===== config.mk =====
export PLATFORM = sky130hd
export DESIGN_NAME = cttu_cell
export DESIGN_NICKNAME = d
export VERILOG_FILES = /design/src/design/cttu_pkg.sv /design/src/design/cttu_cell.sv
export SDC_FILE = /design/constraint.sdc
export NUM_CORES = 1
export LEC_CHECK = 0
export BUFFER_PORTS_ARGS = -buffer_cell sky130_fd_sc_hd__buf_2
export CORE_AREA = 2 2 225 227
export CTS_CLUSTER_DIAMETER = 30
export DETAILED_ROUTE_END_ITERATION = 16
export DIE_AREA = 0 0 227 229
export MAX_ROUTING_LAYER = met4
export PLACE_DENSITY_LB_ADDON = 0.2
export SLEW_MARGIN = 20
export SYNTH_ARGS = -nofsm -noshare
export SYNTH_HDL_FRONTEND = slang
export SYNTH_SLANG_ARGS = --single-unit

===== constraint.sdc =====
create_clock -name i_clk -period 11.7 [get_ports i_clk]
set_input_delay 0.585 -clock i_clk [delete_from_list [all_inputs] [get_ports i_clk]]
set_output_delay 0.585 -clock i_clk [all_outputs]
set_load 0.005 [all_outputs]

===== src/design/cttu_pkg.sv =====
package cttu_pkg;

    localparam logic [15:0] ACTIVE_MARK = 16'hFFFF;

    localparam logic [1:0] OP_START  = 2'd0;
    localparam logic [1:0] OP_FINISH = 2'd1;
    localparam logic [1:0] OP_LOOKUP = 2'd2;

    localparam logic [1:0] RC_OK        = 2'd0;
    localparam logic [1:0] RC_FULL      = 2'd1;
    localparam logic [1:0] RC_NOT_FOUND = 2'd2;

    typedef enum logic [1:0] {
        ST_IDLE,
        ST_CMP,
        ST_APPLY
    } t_state;

    typedef struct packed {
        logic [63:0] part;
        logic [63:0] coll;
        logic [15:0] act;
        logic [15:0] sta;
    } t_entry;

    typedef struct packed {
        logic cmp;
        logic apply;
        logic start;
        logic finish;
        logic full;
        logic victim_ok;
    } t_cell_ctl;

endpackage


===== src/design/cttu_cell.sv =====
module cttu_cell (
    input  logic                i_clk,
    input  logic                i_rst_n,
    input  cttu_pkg::t_cell_ctl i_ctl,
    input  cttu_pkg::t_entry    i_new,
    input  cttu_pkg::t_entry    i_nxt,
    input  logic [15:0]         i_fin,
    input  logic                i_prev_valid,
    input  logic                i_hit_before,
    input  logic                i_done_before,
    input  logic [15:0]         i_acc_act,
    input  logic [15:0]         i_acc_sta,
    output logic                o_valid,
    output cttu_pkg::t_entry    o_ent,
    output logic                o_hit_before,
    output logic                o_done_before,
    output logic [15:0]         o_acc_act,
    output logic [15:0]         o_acc_sta
);

    logic             r_valid, n_valid;
    logic             r_hit, n_hit;
    logic             r_done, n_done;
    cttu_pkg::t_entry r_ent, n_ent;
    logic             sel;
    logic             shift;
    logic             append;

    assign sel    = r_hit & ~i_hit_before;
    assign shift  = i_ctl.start & i_ctl.full & i_ctl.victim_ok & (i_done_before | r_done);
    assign append = i_ctl.start & ~i_ctl.full & ~r_valid & i_prev_valid;

    always_comb begin
        n_valid = r_valid;
        n_ent   = r_ent;
        n_hit   = r_hit;
        n_done  = r_done;
        if (i_ctl.cmp) begin
            n_hit  = r_valid & (r_ent.part == i_new.part) & (r_ent.coll == i_new.coll);
            n_done = r_valid & (r_ent.sta != cttu_pkg::ACTIVE_MARK);
        end
        if (i_ctl.apply) begin
            if (append) begin
                n_ent   = i_new;
                n_valid = 1'b1;
            end else if (shift) begin
                n_ent = i_nxt;
            end else if (i_ctl.finish & sel) begin
                n_ent.sta = i_fin;
            end
        end
    end

    always_ff @(posedge i_clk) begin
        if (!i_rst_n) begin
            r_valid <= 1'b0;
            r_hit   <= 1'b0;
            r_done  <= 1'b0;
        end else begin
            r_valid <= n_valid;
            r_hit   <= n_hit;
            r_done  <= n_done;
        end
    end

    always_ff @(posedge i_clk) begin
        r_ent <= n_ent;
    end

    assign o_valid       = r_valid;
    assign o_ent         = r_ent;
    assign o_hit_before  = i_hit_before | r_hit;
    assign o_done_before = i_done_before | r_done;
    assign o_acc_act     = i_acc_act | (sel ? r_ent.act : 16'd0);
    assign o_acc_sta     = i_acc_sta | (sel ? r_ent.sta : 16'd0);

endmodule

==> run metrics, run 1 <==
Die Wd 227 um; drt drc 0; CTS Root Cell clkbuf_16; top cells by area, synth edfxtp_1 (54%), nand2_1 (17%), xnor2_1 (5.0%), a21o_1 (2.7%), nor2b_1 (1.9%); cell with the most instances after synthesis nand2_1; ys async rst share 0%; vias in the first global route 9,172; First-pass DRT Iterations 5; Placement Cell Area between 10,000 and 15,000 sq um; peak supply drop 79.2 uV; Final Cell Area approximately 13,000 sq um; Final Core Density between 20% and 30%; Seq. cell area 4860 sq um; Reg2Reg Setup Slack ~8.4 ns; Slew Limit Fails 0; CP max FO 66; final wirelength approximately 41,000 um; Post-synth EDFFs 160; CTS Buf Count 17; I/O pin count approximately 570; CTS H-tree depth 4; GR Util met2 approximately 27%; end point of the worst hold path o_ent[55]; post-synth top area cell edfxtp_1; register area share after synthesis between 50% and 60%; Worst Hold Depth 3; global-route met1 utilization ~18%; hpwl dp 33,300 um; synthesized area around 8900 sq um; placed cell count ~2,200; max frequency around 300 MHz; Setup Viol. Count Final 0; Main synth FF type edfxtp_1; period utilization between 20 and 30%; Cell Count, Final, Fillers Out between 2,000 and 2,500; multi-input logic area 3730 sq um; CP required 11.80 ns; global routing's busiest layer met2; final hold violations 0; Placer Congestion approximately 0.84; share of layout cells above drive strength 1 about two fifths; Synth cell types 44; Commonest cells post-synth nand2_1 (404), edfxtp_1 (160), xnor2_1 (51); syn nets 1,331; WP buf/inv 1; Pint a little over 1 mW; clock transition at the registers of the reported paths about 0.070 ns; Setup CP Type flip-flop to flip-flop; post-synth top area share a little over half; min Tclk post-route about 3.3 ns; CTS sink count approximately 160; Largest stage delay, worst path about 0.83 ns; Static Leak ~6.3 nW; Combinational Power Share between 10% and 20%; slowest stage cell on the critical path a21boi_4; RSZ-0062 raised after global routing no; CP Capture Type flip-flop; initial DRC count 460; Clk pwr share between 30% and 40%; fin nets 1,892; run status finished clean; CP delay by family, top compound AO/OA/AOI/OAI gates; Via-to-Cell Ratio just over 4; post-CTS setup buffer count 0; clk buf depth 2; Mapped Cells 952; Worst Max-Slew Pin Slew roughly 1 ns; WP depth 4; Rows 82; FF+latch count, synth about 160; initial core utilization between 10% and 20%; Die Span Y approximately 230 um; hold path start i_nxt[55]; met3 usage 4.32%; Ys Warns 0; r2r startpoint o_valid; CTS tree done; Hold Crit Class primary input to flip-flop; die footprint roughly 52,000 sq um; clock insertion delay at the later pin of the skew report about 0.48 ns; Post-CTS Resized 0; Filler cells between 5,000 and 6,000; gr usage total ~16%; grt ovf 0; Slew HR roughly a third; Core Region around 50,000 sq um; mean area per synthesized cell between 9 and 10 sq um; max_cap viols 0; via count of the routed design 8,972; switching power between 0.3 and 0.4 mW; CP arrival about 3.4 ns; reg2reg path depth 4; Hold Buf Count CTS 0; initial antenna violation count 7; Setup Skew between 0.01 and 0.015 ns; P&R area growth vs syn 46.6%; r2r endpoint o_ent[76]; Setup TNS 0 ns; per-cell routed wire length 18.8 um; crit start category flip-flop; power density over cell area 108 nW/um^2; remaining antenna violation count 0; crit-path cells nor2_1 -> nand3_4 -> a21boi_4 -> buf_4; switching share of power 26.7%; pin count of the biggest net entering global routing 80; global-route wire length before repair between 50,000 and 60,000 um; port bufs 573; Reg power frac a little under half
[worst max-delay path by stage]
stage,start,end,slack [ns]
floorplan,i_done_before,o_ent[0],2.52
global placement,i_ctl[1],o_ent[120],7.94
detailed placement,i_ctl[1],o_ent[76],7.94
CTS,o_valid,o_ent[156],8.25
global route,o_valid,o_ent[44],8.15
finish,o_valid,o_ent[76],8.41
[sequential cells by signal (all words and copies together), names as in the netlist]
name / cells
r_done: 1
o_ent: 160
o_valid: 1
r_hit: 1
[metrics by stage]
stage,setup WS (ns),total power [mW],hold WS (ns)
floorplan,2.52,0.784,0.465
global placement,7.94,0.918,0.494
detailed placement,7.94,0.920,0.499
CTS,8.25,1.44,0.326
global route,8.15,1.48,0.341
finish,8.41,1.41,0.367
[power by group through the flow]
stage | Clock (mW) | Sequential (mW) | Combinational [mW]
floorplan | 0 | 0.695 | 0.0897
global placement | 0 | 0.691 | 0.227
detailed placement | 0 | 0.691 | 0.229
CTS | 0.532 | 0.679 | 0.229
global route | 0.554 | 0.680 | 0.250
finish | 0.510 | 0.679 | 0.224
[routing by layer]
layer,up-vias,routed length (um)
met5,-,0
met4,0,614
li1,4382,-
met3,33,3030
met1,4214,17400
met2,343,20500
[kinds of logic after synthesis]
group / Yosys count / share of synthesized area (%)
multiplexers: 16 / 1.80
XOR/XNOR: 69 / 6.79
AND/OR/NAND/NOR: 487 / 23.0
flip-flops: 163 / 54.6
AO/OA/AOI/OAI: 127 / 9.85
buffers and inverters: 90 / 3.95
[cells in the final DEF, fill, tap and decap left out, types with 17 or more instances in the layout]
master / instances
buf_2: 573
nand2_1: 404
edfxtp_1: 160
xnor2_1: 51
inv_1: 42
a21o_1: 32
nor2b_1: 26
o21ai_0: 25
nand4_1: 21
xor2_1: 18
clkbuf_16: 17
[tightest hold or removal path: stages]
cell and delay, ns:
buf_2 0.08, nand2_1 0.04, nand2_1 0.05
[final cells by class]
cell class,count,share of cell area (%)
clock inverters,8,0.297
well taps,672,6.44
diodes,7,0.134
multi-input cells,699,28.5
flip-flops and latches,163,37.3
inverters,50,1.44
repair buffers,582,22.5
clock buffers,23,3.43
No activity file was read; power rests on OpenSTA's default activity.
==> run 2, diff against run 1 <==
--- a/config.mk
+++ b/config.mk
@@ -5,11 +5,12 @@
 export SDC_FILE = /design/constraint.sdc
 export NUM_CORES = 1
 export LEC_CHECK = 0
+export ABC_AREA = 1
 export BUFFER_PORTS_ARGS = -buffer_cell sky130_fd_sc_hd__buf_2
-export CORE_AREA = 2 2 225 227
+export CORE_AREA = 2 2 223 225
 export CTS_CLUSTER_DIAMETER = 30
 export DETAILED_ROUTE_END_ITERATION = 16
-export DIE_AREA = 0 0 227 229
+export DIE_AREA = 0 0 225 227
 export MAX_ROUTING_LAYER = met4
 export PLACE_DENSITY_LB_ADDON = 0.2
 export SLEW_MARGIN = 20
==> constraint.sdc (replaced) <==
create_clock -name i_clk -period 2.75 [get_ports i_clk]
set_input_delay 0.1375 -clock i_clk [delete_from_list [all_inputs] [get_ports i_clk]]
set_output_delay 0.1375 -clock i_clk [all_outputs]
set_load 0.005 [all_outputs]
==> run metrics, run 2 <==
run status finished clean; crit start category flip-flop; CP Capture Type flip-flop; final wirelength approximately 43,000 um; clock insertion delay at the later pin of the skew report approximately 0.5 ns; P&R area growth vs syn 73.3%; total power 6.85 mW; Final Core Density between 30 and 40%; top cells by area, synth edfxtp_1 (51%), nand2_1 (20%), inv_1 (6.0%), xnor2_1 (4.4%), o21ai_0 (4.0%); RSZ-0062 raised after global routing no; peak supply drop approximately 350 uV; register area share after synthesis about half; CTS tree done; initial DRC count 479; Worst Max-Slew Pin Slew between 0.6 and 0.7 ns; Slew Limit Fails 0; Static Leak roughly 8 nW; min Tclk post-route between 2 and 3 ns; Setup Viol. Count Final 0; Reg power frac 42.1%; pre-CTS setup slack 0.506 ns; FF+latch count, synth roughly 160; CP arrival between 2 and 3 ns; Setup Skew around 0.016 ns; via count of the routed design 10,900; pin count of the biggest net entering global routing 125; Post-synth EDFFs between 150 and 200; port bufs approximately 570; remaining antenna violation count 0; ys async rst share 0%; Combinational Power Share roughly a fifth; clk buf depth 2; Slew HR 59.4%; die footprint about 50,000 sq um; cell with the most instances after synthesis nand2_1; First-pass DRT Iterations 5; CP required just over 3 ns; CTS H-tree depth 4; hpwl dp between 30,000 and 40,000 um; Pint 5.10 mW; switching share of power between 20 and 30%; Rows around 80; Core Region roughly 50,000 sq um; final hold violations 0; CTS Root Cell clkbuf_16; synthesized area ~9500 sq um; Placement Cell Area 13,000 sq um; global-route wire length before repair 61,200 um; clock transition at the registers of the reported paths about 0.07 ns; gr usage total roughly 17%; Main synth FF type edfxtp_1; Filler cells 5,178; Largest register FFs between 150 and 200; fin nets 2,394; max frequency roughly 400 MHz; most frequent cells in the layout buf_2 (573), nand2_1 (507), dlygate4sd3_1 (274), edfxtp_1 (160), inv_1 (151); Final Cell Area ~16,000 sq um; max_cap viols 0; I/O pin count around 570; CP max FO 57; initial antenna violation count 7; Hold Crit Class primary input to flip-flop; syn nets between 1,500 and 2,000; Placer Congestion about 0.84; Commonest cells post-synth nand2_1 (507), edfxtp_1 (160), inv_1 (152); CTS Buf Count 17; post-synth top area cell edfxtp_1; setup slack after layout 0.237 ns; mean area per synthesized cell 8.01 sq um; Setup TNS 0 ns; per-cell routed wire length about 16 um; Die Wd 225 um; Mapped Cells approximately 1,200; Clk pwr share about two fifths; CTS sink count approximately 160; period utilization between 90% and 100%; commonest non-fill, non-tap cell in the layout buf_2; Die Span Y between 200 and 250 um; Setup CP Type flip-flop to flip-flop; Synth cell types 30; post-synth top area share approximately 51%; vias in the first global route between 10,000 and 15,000; Ys Warns 0; Post-CTS Resized 0; Via-to-Cell Ratio just over 4; drt drc 0; share of layout cells above drive strength 1 between 30% and 40%; initial core utilization around a fifth; grt ovf 0; switching power approximately 1.8 mW; power density over cell area around 420 nW/um^2
-- run 2: changes by cell type after synthesis, moves of 14 or more --
cell | previous run | this run
mux2i_1 | 16 | 0
o22ai_1 | 15 | 1
nor2b_1 | 27 | 0
or2_2 | 2 | 16
nand2_1 | 404 | 507
nor2_1 | 1 | 67
a21o_1 | 32 | 16
o21bai_1 | 0 | 16
inv_1 | 42 | 152
xor2_1 | 18 | 4
a31oi_1 | 0 | 16
o21ai_0 | 25 | 76
-- run 2: timing repair --
action                    in CTS  in global routing
hold buffers                 274                  0
setup buffers                  0                  0
hold endpoints to repair     157                  0
-- run 2: area by class of cell --
class,count,area (sq um),area share [%]
repair buffers,855,5730,35.0
flip-flops and latches,163,4870,29.7
multi-input cells,822,3790,23.1
well taps,622,778,4.75
inverters,156,586,3.57
clock buffers,17,425,2.60
clock inverters,15,189,1.15
diodes,7,17.5,0.107
-- run 2: power groups by stage --
stage / Clock, mW / Combinational (mW) / Sequential [mW]
final: 2.63 / 1.34 / 2.89
after global routing: 2.81 / 1.48 / 2.90
after CTS: 2.75 / 1.35 / 2.89
after detailed placement: 0 / 0.983 / 2.94
after global placement: 0 / 0.976 / 2.94
after floorplan: 0 / 0.429 / 2.94
-- run 2: layer usage --
layer / part of all wire [%] / global-route usage (%)
met1: 38 / 17.0
met4: 3.0 / 7.16
met3: 7.6 / 5.12
met5: 0 / -
met2: 51 / 29.4
-- run 2: worst paths after layout --
kind,to,startpoint,slack [ns],cells after the start
worst max-delay path,o_ent[86],o_valid,0.24,7
worst min-delay path,o_ent[15],i_new[15],0.05,3
worst min register to register,r_hit,r_hit,0.51,2
worst max register to register,o_ent[86],o_valid,0.24,7
-- run 2: through the flow --
| step | hold WS (ns) | std cells |
|---|---|---|
| 2_1_floorplan | 0.274 | 1180 |
| 3_3_place_gp | 0.400 | 2344 |
| 3_5_place_dp | 0.406 | 2344 |
| 4_1_cts | 0.000601 | 2650 |
| 5_1_grt | 0.0282 | 2656 |
| 6_report | 0.0494 | 2657 |
-- run 2: critical path, stage by stage (launching register included) --
cell and delay, ns:
dfxtp_2 0.34, inv_2 0.08, nand4_4 0.31, inv_2 0.48, buf_12 0.34, nand2_1 0.10, nand2_1 0.07, dlygate4sd3_1 0.55
-- run 2: cell families (layout without fill, tap and decap cells) --
family	after synthesis	count (layout)	synth area share, %
simple gates	633	633	26.7
buf+inv	195	1043	8.64
flops	163	163	51.5
compound gates	138	138	8.48
xor+xnor	51	51	4.72
other cells	0	7	0
==> run 3, diff against run 2 <==
--- a/config.mk
+++ b/config.mk
@@ -6,11 +6,11 @@
 export NUM_CORES = 1
 export LEC_CHECK = 0
 export ABC_AREA = 1
-export BUFFER_PORTS_ARGS = -buffer_cell sky130_fd_sc_hd__buf_2
-export CORE_AREA = 2 2 223 225
+export CORE_AREA = 2 2 221 223
 export CTS_CLUSTER_DIAMETER = 30
 export DETAILED_ROUTE_END_ITERATION = 16
-export DIE_AREA = 0 0 225 227
+export DIE_AREA = 0 0 223 225
+export DONT_BUFFER_PORTS = 1
 export MAX_ROUTING_LAYER = met4
 export PLACE_DENSITY_LB_ADDON = 0.2
 export SLEW_MARGIN = 20
==> run metrics, run 3 (synthesis gave the netlist of run 2 again) <==
Pint around 4.8 mW; pin count of the biggest net entering global routing between 150 and 200; period utilization 89.7%; r2r endpoint o_ent[29]; clk buf depth 2; Largest stage delay, worst path between 0.5 and 0.6 ns; Worst Hold Depth 3; Hold Buf Count CTS around 320; Via-to-Cell Ratio approximately 4.3; CP Capture Type flip-flop; per-cell routed wire length between 15 and 20 um; placed cell count between 1,500 and 2,000; CTS Root Cell clkbuf_16; reg2reg path depth 8; Static Leak around 6.0 nW; Core Region between 40,000 and 50,000 sq um; WHS around 0.043 ns; Setup CP Type flip-flop to flip-flop; Die Span Y roughly 230 um; commonest non-fill, non-tap cell in the layout nand2_1; switching share of power 26.1%; power density over cell area ~460 nW/um^2; CTS tree done; hpwl dp between 30,000 and 40,000 um; I/O pin count approximately 570; CP delay by family, top buffers and inverters; Final Core Density 29.4%; P&R area growth vs syn 47.8%; CP max FO 100; Setup Viol. Count Final 0; Clk pwr share around 39%; end point of the worst hold path o_ent[39]; setup slack after layout 0.282 ns; WP buf/inv 5; Reg2Reg Setup Slack around 0.28 ns; final hold violations 0; most frequent cells in the layout nand2_1 (507), dlygate4sd3_1 (323), edfxtp_1 (160), inv_1 (151), o21ai_0 (76); Hold Crit Class primary input to flip-flop; CTS sink count 163; gr usage total approximately 17%; Largest register FFs 160; pre-CTS setup slack around 0.39 ns; Slew Limit Fails 0; initial core utilization 19.9%; post-CTS setup buffer count 0; Slew HR about half; drt drc 0; Combinational Power Share about 16%; slowest stage cell on the critical path dlygate4sd3_1; via count of the routed design between 9,000 and 10,000; RSZ-0062 raised after global routing no; CTS Buf Count 17; port bufs 0; Worst Max-Slew Pin Slew roughly 0.73 ns; CTS H-tree depth 4; initial DRC count about 400; CP arrival 2.82 ns; max frequency between 400 and 500 MHz; Setup Skew 0.0163 ns; min Tclk post-route ~2.5 ns; die footprint roughly 50,000 sq um; crit start category flip-flop; Post-CTS Resized 0; initial antenna violation count 3; remaining antenna violation count 0; crit-path cells inv_2 -> nand4_4 -> buf_12 -> inv_2 -> buf_4 -> nand2_1 -> nand2_1 -> dlygate4sd3_1; grt ovf 0; hold path start i_nxt[39]; CP required 3.10 ns; peak supply drop 348 uV; fin nets approximately 1,900; switching power about 1.7 mW; Cell Count, Final, Fillers Out ~2,100; global-route wire length before repair between 50,000 and 60,000 um; final wirelength about 42,000 um; clock insertion delay at the later pin of the skew report 0.49 ns; vias in the first global route between 9,000 and 10,000; run status finished clean; total power 6.44 mW; First-pass DRT Iterations 5; Rows 80; Die Wd 223 um; Reg power frac ~45%; r2r startpoint o_valid; clock transition at the registers of the reported paths about 0.070 ns; Placer Congestion slightly above 0.8; max_cap viols 0; share of layout cells above drive strength 1 under 10%
## run 3: cell types whose count changed in the layout (fill, tap and decap cells not counted), sizes merged, moves of 2 or more
cell	before	now
buf	581	11
bufinv	4	2
clkinv	7	5
diode	7	4
dlygate4sd3	274	323
inv	157	160
## run 3: how the worst max path moves through the flow
stage | startpoint | to | slack, ns | cells past startpoint
after global routing | o_valid | o_ent[18] | 0.16 | 8
after global placement | o_ent[112] | r_hit | 0.39 | 9
final | o_valid | o_ent[29] | 0.28 | 8
after CTS | o_valid | o_ent[18] | 0.27 | 8
after detailed placement | o_ent[112] | r_hit | 0.39 | 9
after floorplan | o_valid | o_ent[0] | -1.23 | 5
## run 3: metrics by stage
| step | TNS [ns] | cell area, sq um |
|---|---|---|
| 6_report | 0 | 14000 |
| 5_1_grt | 0 | 14000 |
| 4_1_cts | 0 | 14000 |
| 3_5_place_dp | 0 | 10100 |
| 3_3_place_gp | 0 | 10100 |
| 2_1_floorplan | -135.53 | 9480 |
## run 3: power by group through the flow
stage / Combinational [mW] / Sequential (mW) / Clock, mW
2_1_floorplan: 0.429 / 2.94 / 0
3_3_place_gp: 0.578 / 2.98 / 0
3_5_place_dp: 0.584 / 2.98 / 0
4_1_cts: 1.03 / 2.93 / 2.61
5_1_grt: 1.15 / 2.93 / 2.67
6_report: 1.03 / 2.92 / 2.48
## run 3: tightest hold or removal path, stage by stage
cell and delay, ns:
nand2_1 0.04, o21ai_0 0.07, buf_4 0.16
## run 3: layout make-up
class                      instances  area, sq um
antenna                            4         10.0
clock buffer                      17          425
clock inverter                    15          156
fill                            5059        33600
inverter                         156          586
multi-input combinational        822         3790
sequential                       163         4870
tap                              615          769
timing repair buffer             334         3370
## run 3: metal layers
metal / GRT usage (%) / vias up / wire [um]
met3: 5.19 / 58 / 3230
li1: - / 4386 / -
met1: 16.6 / 4353 / 15300
met2: 30.0 / 396 / 21700
met4: 7.95 / 0 / 1540
met5: - / - / 0
